[config.mk]
export PLATFORM = sky130hd
export DESIGN_NAME = polyphonic_voice_allocator
export DESIGN_NICKNAME = d
export VERILOG_FILES = /design/src/hdl/pva_pkg.sv /design/src/hdl/polyphonic_voice_allocator.sv
export SDC_FILE = /design/constraint.sdc
export NUM_CORES = 1
export LEC_CHECK = 0
export BUFFER_PORTS_ARGS = -buffer_cell sky130_fd_sc_hd__buf_2
export CAP_MARGIN = 30
export CORE_MARGIN = 5
export CORE_UTILIZATION = 40
export DETAILED_ROUTE_END_ITERATION = 10
export PLACE_DENSITY = 0.66
export RECOVER_POWER = 25
export SETUP_SLACK_MARGIN = 0.2
export SYNTH_ARGS = -nofsm -noshare
export SYNTH_HDL_FRONTEND = slang
export SYNTH_SLANG_ARGS = --single-unit
[constraint.sdc]
create_clock -name clk_i -period 5.1 [get_ports clk_i]
set_input_delay 0.765 -clock clk_i [delete_from_list [all_inputs] [get_ports clk_i]]
set_output_delay 0.765 -clock clk_i [all_outputs]
set_load 0.02 [all_outputs]
[src/hdl/pva_pkg.sv]
// Shared types and constants of the polyphonic voice allocator.
package pva_pkg;

  localparam int unsigned VoiceCountDefault = 64;
  localparam int unsigned VoiceW            = 6;
  localparam int unsigned MaskW             = 64;
  localparam int unsigned ChanW             = 4;
  localparam int unsigned PitchW            = 7;
  localparam int unsigned VelW              = 7;
  localparam int unsigned InDataW           = 32;
  localparam int unsigned OutDataW          = 80;

  typedef enum logic [1:0] {
    MODE_NOTE_ON    = 2'd0,
    MODE_NOTE_OFF   = 2'd1,
    MODE_ALL_OFF    = 2'd2,
    MODE_VOICE_DONE = 2'd3
  } mode_e;

  typedef enum logic [2:0] {
    ACT_IGNORED    = 3'd0,
    ACT_RETRIGGER  = 3'd1,
    ACT_FREE       = 3'd2,
    ACT_STEAL_REL  = 3'd3,
    ACT_STEAL_ZERO = 3'd4,
    ACT_RELEASED   = 3'd5,
    ACT_FREED      = 3'd6
  } action_e;

  typedef enum logic [1:0] {
    ST_IDLE,
    ST_SCAN,
    ST_FIN
  } state_e;

  typedef struct packed {
    logic              en;
    mode_e             mode;
    logic [ChanW-1:0]  channel;
    logic [PitchW-1:0] pitch;
    logic [VelW-1:0]   velocity;
    logic [VoiceW-1:0] voice_index;
  } cmd_t;

endpackage

[src/hdl/polyphonic_voice_allocator.sv]
// Voice table with note-on allocation, release and voice stealing.
//
// Events enter on the s_axis channel and each one gives exactly one result
// transaction on the m_axis channel. A one-bit enable register is written over
// the cfg channel, which is always ready; it should only change while idle.
// Note-on, note-off and all-notes-off events scan the whole voice table through
// one channel and pitch memory port and one comparator, one voice per cycle, so
// such an event gives its result after the scan and the finish state, and the
// next event is accepted only after the block is back in the idle state.
// Voice-finished events and events seen while disabled skip the scan and give
// their result from the finish state.
// The block accepts one event at a time and is ready only while idle.
// The result sits in an output register; a stalled receiver holds it there, and
// the block still accepts and works on the next event, waiting only when it
// must hand over a new result while the old one is not yet taken.
// Reset clears every active and releasing flag, the enable register and the
// output valid at once; no clearing pass runs, and the channel and pitch memory
// is left as it is, since it is read only for active voices.
module polyphonic_voice_allocator #(
  parameter int unsigned VOICE_COUNT = pva_pkg::VoiceCountDefault
) (
  input  logic                         clk_i,
  input  logic                         rst_ni,
  input  logic                         cfg_valid_i,
  output logic                         cfg_ready_o,
  input  logic                         cfg_data_i,     // engine_enabled
  input  logic                         s_axis_tvalid,
  output logic                         s_axis_tready,
  // mode[1:0], channel[5:2], pitch[12:6], velocity[19:13], voice_index[25:20]
  input  logic [pva_pkg::InDataW-1:0]  s_axis_tdata,
  output logic                         m_axis_tvalid,
  input  logic                         m_axis_tready,
  // action[2:0], chosen_voice[8:3], start_velocity[15:9], affected_mask[79:16]
  output logic [pva_pkg::OutDataW-1:0] m_axis_tdata
);

  localparam int unsigned IW  = $clog2(VOICE_COUNT);
  localparam int unsigned CW  = IW + 1;
  localparam int unsigned VIW = pva_pkg::VoiceW + 1;
  localparam int unsigned EW  = pva_pkg::ChanW + pva_pkg::PitchW;

  pva_pkg::state_e state_q, state_d;
  pva_pkg::cmd_t   cmd_q;
  logic            en_q;

  logic [VOICE_COUNT-1:0] active_q;
  logic [VOICE_COUNT-1:0] releasing_q;
  logic [EW-1:0]          entry_mem [VOICE_COUNT];
  logic [EW-1:0]          rdata_q;

  logic [CW-1:0]          idx_q;
  logic                   cmp_vld_q;
  logic [IW-1:0]          cmp_idx_q;
  logic                   match_found_q, free_found_q, rel_found_q;
  logic [IW-1:0]          match_idx_q, free_idx_q, rel_idx_q;
  logic [VOICE_COUNT-1:0] mask_q;

  logic                   out_vld_q;
  pva_pkg::action_e       out_action_q;
  logic [pva_pkg::VoiceW-1:0] out_voice_q;
  logic [pva_pkg::VelW-1:0]   out_vel_q;
  logic [pva_pkg::MaskW-1:0]  out_mask_q;

  logic                   in_fire;
  logic                   scan_issue;
  logic                   scan_last;
  logic                   fin_fire;
  logic                   direct;
  logic                   held;
  logic                   hit;
  logic                   vi_ok;
  logic                   start_voice;
  logic                   free_voice;
  logic [IW-1:0]          pick;
  logic [IW-1:0]          vi_idx;
  logic [VOICE_COUNT-1:0] pick_onehot;
  logic [VOICE_COUNT-1:0] vi_onehot;

  pva_pkg::action_e           res_action;
  logic [pva_pkg::VoiceW-1:0] res_voice;
  logic [pva_pkg::VelW-1:0]   res_vel;
  logic [pva_pkg::MaskW-1:0]  res_mask;

  assign cfg_ready_o = 1'b1;
  assign in_fire     = s_axis_tvalid && s_axis_tready;
  assign direct      = !en_q || (pva_pkg::mode_e'(s_axis_tdata[1:0]) ==
                                 pva_pkg::MODE_VOICE_DONE);
  assign scan_last   = (idx_q == CW'(VOICE_COUNT)) && cmp_vld_q;

  always_comb begin
    s_axis_tready = 1'b0;
    scan_issue    = 1'b0;
    fin_fire      = 1'b0;
    case (state_q)
      pva_pkg::ST_IDLE: begin
        s_axis_tready = 1'b1;
      end
      pva_pkg::ST_SCAN: begin
        scan_issue = idx_q < CW'(VOICE_COUNT);
      end
      pva_pkg::ST_FIN: begin
        fin_fire = !out_vld_q || m_axis_tready;
      end
      default: begin
        s_axis_tready = 1'b0;
      end
    endcase
  end

  always_comb begin
    state_d = state_q;
    case (state_q)
      pva_pkg::ST_IDLE: begin
        if (in_fire) begin
          state_d = direct ? pva_pkg::ST_FIN : pva_pkg::ST_SCAN;
        end
      end
      pva_pkg::ST_SCAN: begin
        if (scan_last) begin
          state_d = pva_pkg::ST_FIN;
        end
      end
      pva_pkg::ST_FIN: begin
        if (fin_fire) begin
          state_d = pva_pkg::ST_IDLE;
        end
      end
      default: begin
        state_d = pva_pkg::ST_IDLE;
      end
    endcase
  end

  always_ff @(posedge clk_i or negedge rst_ni) begin
    if (!rst_ni) begin
      state_q <= pva_pkg::ST_IDLE;
      en_q    <= 1'b0;
    end else begin
      state_q <= state_d;
      if (cfg_valid_i && cfg_ready_o) begin
        en_q <= cfg_data_i;
      end
    end
  end

  always_ff @(posedge clk_i) begin
    if (in_fire) begin
      cmd_q.en          <= en_q;
      cmd_q.mode        <= pva_pkg::mode_e'(s_axis_tdata[1:0]);
      cmd_q.channel     <= s_axis_tdata[5:2];
      cmd_q.pitch       <= s_axis_tdata[12:6];
      cmd_q.velocity    <= s_axis_tdata[19:13];
      cmd_q.voice_index <= s_axis_tdata[25:20];
    end
  end

  always_ff @(posedge clk_i) begin
    if (scan_issue) begin
      rdata_q <= entry_mem[idx_q[IW-1:0]];
    end
  end

  always_ff @(posedge clk_i) begin
    if (fin_fire && start_voice) begin
      entry_mem[pick] <= {cmd_q.channel, cmd_q.pitch};
    end
  end

  assign held = active_q[cmp_idx_q] && !releasing_q[cmp_idx_q] &&
                (rdata_q == {cmd_q.channel, cmd_q.pitch});
  assign hit  = cmp_vld_q && cmd_q.mode != pva_pkg::MODE_NOTE_ON &&
                ((cmd_q.mode == pva_pkg::MODE_NOTE_OFF) ? held : active_q[cmp_idx_q]);

  always_ff @(posedge clk_i or negedge rst_ni) begin
    if (!rst_ni) begin
      idx_q         <= '0;
      cmp_vld_q     <= 1'b0;
      cmp_idx_q     <= '0;
      match_found_q <= 1'b0;
      free_found_q  <= 1'b0;
      rel_found_q   <= 1'b0;
      match_idx_q   <= '0;
      free_idx_q    <= '0;
      rel_idx_q     <= '0;
      mask_q        <= '0;
    end else if (in_fire) begin
      idx_q         <= '0;
      cmp_vld_q     <= 1'b0;
      match_found_q <= 1'b0;
      free_found_q  <= 1'b0;
      rel_found_q   <= 1'b0;
      mask_q        <= '0;
    end else begin
      cmp_vld_q <= scan_issue;
      if (scan_issue) begin
        idx_q     <= idx_q + CW'(1);
        cmp_idx_q <= idx_q[IW-1:0];
      end
      if (cmp_vld_q && cmd_q.mode == pva_pkg::MODE_NOTE_ON) begin
        if (held && !match_found_q) begin
          match_found_q <= 1'b1;
          match_idx_q   <= cmp_idx_q;
        end
        if (!active_q[cmp_idx_q] && !free_found_q) begin
          free_found_q <= 1'b1;
          free_idx_q   <= cmp_idx_q;
        end
        if (releasing_q[cmp_idx_q] && !rel_found_q) begin
          rel_found_q <= 1'b1;
          rel_idx_q   <= cmp_idx_q;
        end
      end
      if (hit) begin
        mask_q[cmp_idx_q] <= 1'b1;
      end
    end
  end

  assign vi_idx      = cmd_q.voice_index[IW-1:0];
  assign vi_ok       = VIW'(cmd_q.voice_index) < VIW'(VOICE_COUNT);
  assign pick_onehot = VOICE_COUNT'(1) << pick;
  assign vi_onehot   = VOICE_COUNT'(1) << vi_idx;

  always_comb begin
    res_action  = pva_pkg::ACT_IGNORED;
    res_voice   = '0;
    res_vel     = '0;
    res_mask    = '0;
    start_voice = 1'b0;
    free_voice  = 1'b0;
    pick        = '0;
    if (cmd_q.en) begin
      case (cmd_q.mode)
        pva_pkg::MODE_NOTE_ON: begin
          if (match_found_q) begin
            res_action = pva_pkg::ACT_RETRIGGER;
            pick       = match_idx_q;
          end else if (free_found_q) begin
            res_action = pva_pkg::ACT_FREE;
            pick       = free_idx_q;
          end else if (rel_found_q) begin
            res_action = pva_pkg::ACT_STEAL_REL;
            pick       = rel_idx_q;
          end else begin
            res_action = pva_pkg::ACT_STEAL_ZERO;
          end
          start_voice = !match_found_q;
          res_voice   = pva_pkg::VoiceW'(pick);
          res_vel     = cmd_q.velocity;
          res_mask    = pva_pkg::MaskW'(pick_onehot);
        end
        pva_pkg::MODE_NOTE_OFF, pva_pkg::MODE_ALL_OFF: begin
          if (mask_q != '0) begin
            res_action = pva_pkg::ACT_RELEASED;
            res_mask   = pva_pkg::MaskW'(mask_q);
          end
        end
        pva_pkg::MODE_VOICE_DONE: begin
          if (vi_ok && active_q[vi_idx]) begin
            res_action = pva_pkg::ACT_FREED;
            res_voice  = cmd_q.voice_index;
            res_mask   = pva_pkg::MaskW'(vi_onehot);
            free_voice = 1'b1;
          end
        end
        default: begin
          res_action = pva_pkg::ACT_IGNORED;
        end
      endcase
    end
  end

  always_ff @(posedge clk_i or negedge rst_ni) begin
    if (!rst_ni) begin
      active_q    <= '0;
      releasing_q <= '0;
    end else begin
      if (hit) begin
        releasing_q[cmp_idx_q] <= 1'b1;
      end
      if (fin_fire && start_voice) begin
        active_q[pick]    <= 1'b1;
        releasing_q[pick] <= 1'b0;
      end
      if (fin_fire && free_voice) begin
        active_q[vi_idx]    <= 1'b0;
        releasing_q[vi_idx] <= 1'b0;
      end
    end
  end

  always_ff @(posedge clk_i or negedge rst_ni) begin
    if (!rst_ni) begin
      out_vld_q <= 1'b0;
    end else if (fin_fire) begin
      out_vld_q <= 1'b1;
    end else if (m_axis_tready) begin
      out_vld_q <= 1'b0;
    end
  end

  always_ff @(posedge clk_i) begin
    if (fin_fire) begin
      out_action_q <= res_action;
      out_voice_q  <= res_voice;
      out_vel_q    <= res_vel;
      out_mask_q   <= res_mask;
    end
  end

  assign m_axis_tvalid = out_vld_q;
  assign m_axis_tdata  = {out_mask_q, out_vel_q, out_voice_q, out_action_q};

`ifndef ASSERT_OFF
  a_release_needs_active : assert property (@(posedge clk_i) disable iff (!rst_ni)
    (releasing_q & ~active_q) == '0)
    else $error("A voice is releasing without being active.");

  a_single_voice_mask : assert property (@(posedge clk_i) disable iff (!rst_ni)
    out_vld_q && (out_action_q == pva_pkg::ACT_RETRIGGER ||
                  out_action_q == pva_pkg::ACT_FREE ||
                  out_action_q == pva_pkg::ACT_STEAL_REL ||
                  out_action_q == pva_pkg::ACT_STEAL_ZERO ||
                  out_action_q == pva_pkg::ACT_FREED) |-> $onehot(out_mask_q))
    else $error("A single-voice result does not mark exactly one voice.");

  a_compare_in_scan : assert property (@(posedge clk_i) disable iff (!rst_ni)
    cmp_vld_q |-> state_q == pva_pkg::ST_SCAN)
    else $error("A table compare is pending outside the scan.");

  a_start_sets_active : assert property (@(posedge clk_i) disable iff (!rst_ni)
    fin_fire && start_voice |=> active_q[$past(pick)])
    else $error("A started voice is not active afterwards.");
`endif

endmodule

Word-level counts from Yosys, hierarchy flattened. Memory sizes are Yosys's and may differ from the RTL's. A register that Yosys moved wholly into a read port is not among the register bits. Cells that the tools add are included. W data, S select, Z words.

Add/sub/neg operators: 1. $lt $le $gt $ge: 7. Equality and inequality tests: 11. Shifts and indexed selects: 2. Multiplexer cells: 65. Bitwise operators: 9. Reduce and logical (&&, ||, !) cells: 45.

Operator list (number): $mux W64 (9); $and A64 B64 Y64 (3); $or A64 B64 Y64 (3); $pmux W64 S3 (1); $not A64 Y64 (2); $shl A1 B6 Y64 const A (2); $reduce_bool A64 Y1 (1); $mux W6 (6); $mux W1 (29); $lt A6 B7 Y1 const B (3); $bmux W1 S6 (3); $demux W1 S6 (3); $ge A6 B1 Y1 const B (3); $reduce_bool A2 Y1 (8); $logic_and A1 B1 Y1 (15); $mux W3 (5); $mux W7 (2); $pmux W6 S2 (1); $reduce_and A3 Y1 (4); $eq A11 B11 Y1 (1); $reduce_and A2 Y1 (5); $pmux W3 S3 (1); $eq A2 B2 Y1 const B (4); $mux W2 (4); other kinds (11) (22).

Bits in registers: 338. Memory bits (writable): 704. Input bits: 38. Logic and storage cells: 166. Memories kept: 1.

Memory list: entry_mem (words 64, bits a word 11, read ports 1, clocked after memory_dff 1, write ports 1, line polyphonic_voice_allocator.sv:48) `logic [EW-1:0] entry_mem [VOICE_COUNT];`.

Longest topological paths before layout.
Depth after elaboration: 14. Mapped depth: 12.

Least setup slack after synthesis. Ideal clock, no wire load.

Path type: input -> register. Start point: input port m_axis_tready. End point: register out_action_q[0], enable pin. Arrival time: 4.457 ns. Setup slack: 0.115 ns. Cell stages on the path: 2. Cell sequence: nand2b_1 > nor2b_1.

Longest elaborated chain between the ends: 2.

RTL lines: start: declaration (line polyphonic_voice_allocator.sv:32) `input logic m_axis_tready,`; $logic_or A1 B1 Y1 (line polyphonic_voice_allocator.sv:102) `fin_fire = !out_vld_q || m_axis_tready;`; $mux W1 (line polyphonic_voice_allocator.sv:94) `case (state_q)`; net fin_fire (line polyphonic_voice_allocator.sv:67) `logic fin_fire;`; end signal: assignment (line polyphonic_voice_allocator.sv:304) `out_action_q <= res_action;`; end: declaration (line polyphonic_voice_allocator.sv:59) `pva_pkg::action_e out_action_q;`.

The timed path passes the listed nets, and every way through them passes these cells. A chain may end at the register's enable or synchronous reset.

Worst setup path in the final report.
Start point: register cmp_idx_q[2]. End point: register mask_q[35].

Longest elaborated chain between the ends: 8.

RTL lines: start: declaration (line polyphonic_voice_allocator.sv:53) `logic [IW-1:0] cmp_idx_q;`; start signal: assignment (line polyphonic_voice_allocator.sv:197) `cmp_idx_q <= idx_q[IW-1:0];`; parallel branches: the longest is 8 deep, another holds $lt A6 B7 Y1; end signal: assignment (line polyphonic_voice_allocator.sv:185) `mask_q <= '0;`; end signal: assignment (line polyphonic_voice_allocator.sv:192) `mask_q <= '0;`; end signal: indexed assignment (line polyphonic_voice_allocator.sv:214) `mask_q[cmp_idx_q] <= 1'b1;`; end: declaration (line polyphonic_voice_allocator.sv:56) `logic [VOICE_COUNT-1:0] mask_q;`.

Several ways; the timed one is not identified. The select of a mux whose other input is x is not followed.

==> results.md <==
* Outcome: complete, but fails checks
* Failing checks: capacitance limit, slew limit
* Layout cells sized above 1 at 0.242
* DP HPWL at ~80000 um
* Crit. End Element: register
* DRC violations left at 0
* Num rows at between 100 and 150
* Slew HR at -0.924
* Final ANT Viol Nets at 0
* Diodes inserted at 0
* CTS tree: done
* Req. time, crit path at around 5700 ps
* Most used DFF post-synth: edfxtp_1
* CTS Hold Bufs at 0
* Clock buffer count from CTS at around 100
* Seq cells post-synth at ~1100
* Highest clock rate at 0.237 GHz
* Routed wire length at ~120000 um
* FILL cells at just over 9000
* Die Width at ~340 um
* DR top layer: met5
* Fin. max-slew vios at about 550
* Post-synth cell types at 71
* Setup crit start kind: register
* Least-Margin Pin Slew at 2890 ps
* Gpl congestion at 0.989
* Final Hold Viols at 0
* Met2 wire len at just under 60000 um
* Mapped Cells at ~2600
* Met3 wire length at 9570 um
* Kind of critical path: reg2reg
* Power per standard cell area at between 400 and 500 nW/um2
* Layout Nets at about 2800
* # clock sinks at 1053
* Final setup fails at 0
* Synth top area cells: edfxtp_1, dfrtp_1, mux4_2
* Synth area leader: edfxtp_1
* Mapped Area at approximately 44000 um2
* Post-synth ARST share at 0.219
* Clock Tree Buf Depth at 3
* IO buf count at ~110
* Clk_skew at between 30 and 40 ps
* Tcrit/Tclk final at 0.827
* Maximum VDD drop at between 0.3 and 0.4 mV
* RSZ-0062 raised after global routing: no
* Part of the Yosys area used for sequential elements at 0.692
* Synth top area share at 0.561
* Crit path max fanout at 56
* GR Overflow Total at 0
* CTS resizes at 0
* Drt via density at 6.00
* WL met1 at approximately 48000 um
* Clock root buffer: clkbuf_16
* Clock Latency Late Sink at 700 ps
* R2r setup slk at slightly below 900 ps
* Initial Util at 0.403
* Initial antenna violation count at 1
* DR pass1 iterations at 8
* Commonest cells in the synthesized netlist: edfxtp_1, mux4_2, dfrtp_1
* Vias after detailed routing at around 26000
* Clk pin slew, worst setup/hold paths at about 70 ps
* Syn Nets at between 2000 and 3000
* Hold Crit Class: in2reg
* Max-cap check violation count at 8
* Syn_area_per_cell at 16.7 um2
* Core area at around 110000 um2
* Layout area overhead at 14.1%
* Synthesis Warnings at 0
* Number of global-route vias before repair at between 20000 and 30000
* Num ports at roughly 120
* Die area at 117000 um2
* Wire length per cell at roughly 28 um
* Setup bufs post-CTS at 0
* H-tree Lvls at 3
* Most common cell in the synthesized netlist: edfxtp_1
* Sum Neg Setup Slack at 0 ps
* Crit path arrival time at a little under 5000 ps
* GRT Util Overall at 0.207
* LEAKAGE at between 0.015 and 0.02 uW
* First-pass GRT wire length at ~180000 um
* Die Ht at about 340 um
* Largest net degree at the start of global routing at 97
* EDFF count, synth at 822
* DR iter-0 viols at 2702
* Power Total at approximately 24000 uW
* Fin crit period at approximately 4200 ps
==> area by class of cell <==
cell class / instances / area, um2 / share of cell area
Clock buffer: 117 / 2610 / 0.0519
Clock inverter: 70 / 734 / 0.0146
Inverter: 21 / 78.8 / 0.00157
Multi-Input combinational cell: 1372 / 12800 / 0.254
Sequential cell: 1053 / 30500 / 0.607
Tap cell: 1476 / 1850 / 0.0368
Timing Repair Buffer: 255 / 1730 / 0.0344
==> worst max-delay path, stage by stage (launching register included) <==
cell and delay (ps):
dfrtp_2 1060, mux4_2 440, mux2i_1 310, o22a_1 180, o2111ai_1 280, o41a_2 710, buf_12 240, nor4b_1 690
o21a_1 190
==> layout by cell type, fill, tap and decap left out, types with 19 or more instances in the layout <==
| master | instances |
|---|---|
| a21oi_1 | 73 |
| o22ai_1 | 19 |
| clkbuf_1 | 20 |
| o21a_1 | 122 |
| nor4_1 | 52 |
| nor3_1 | 22 |
| mux2i_1 | 61 |
| clkbuf_16 | 99 |
| nand2_1 | 206 |
| mux2_2 | 20 |
| mux4_2 | 234 |
| clkinv_2 | 23 |
| a22oi_1 | 21 |
| buf_2 | 112 |
| edfxtp_1 | 822 |
| o22a_1 | 176 |
| dfrtp_1 | 226 |
| buf_4 | 124 |
| nor2_1 | 116 |
| o21ai_0 | 20 |
==> cell families after synthesis <==
family	after synthesis	share of synthesized area
xor+xnor	16	0.00318
other cells	1	0.0000852
flops	1053	0.692
compound gates	493	0.0843
fa+ha+maj	5	0.00142
simple gates	536	0.0591
buf+inv	207	0.0193
mux	321	0.141
==> sequential cells by signal (all words and copies together) (netlist names), 11 cells and up <==
| name | cells |
|---|---|
| active_q | 64 |
| cmd_q | 21 |
| entry_mem | 704 |
| mask_q | 64 |
| out_mask_q | 64 |
| rdata_q | 11 |
| releasing_q | 64 |
==> metrics by stage <==
step	hold slack, ps	instance area [um2]	setup slack [ps]	instances	utilization
floorplan	443	44000	1650	2632	-
global placement	467	46900	1030	4173	0.429
detailed placement	475	46900	1080	4176	0.430
CTS	118	50200	1050	4363	0.460
global route	225	50200	789	4364	0.460
finish	244	50200	884	4364	0.460
==> worst paths after layout <==
path | startpoint | end | depth (start not counted)
min reg2reg | releasing_q[3] | releasing_q[3] | 1
max | cmp_idx_q[2] | mask_q[35] | 8
max reg2reg | cmp_idx_q[2] | mask_q[35] | 8
min in group asynchronous | rst_ni | mask_q[55] | 1
max in group asynchronous | rst_ni | idx_q[0] | 1
min | s_axis_tdata[21] | vi_idx[1] | 1
==> where the power goes <==
part / switching (uW) / internal (uW) / total (uW)
Sequential: 503 / 9820 / 10300
Combinational: 3380 / 2470 / 5850
Clock: 3320 / 4170 / 7500
Total: 7200 / 16500 / 23700
==> layer usage <==
metal  vias up  GRT usage
met5         -          0
met4         2     0.0958
met3       375     0.0345
met2      1442      0.331
met1     13500      0.278
li1      10900          -
No activity file was read; power rests on OpenSTA's default activity.
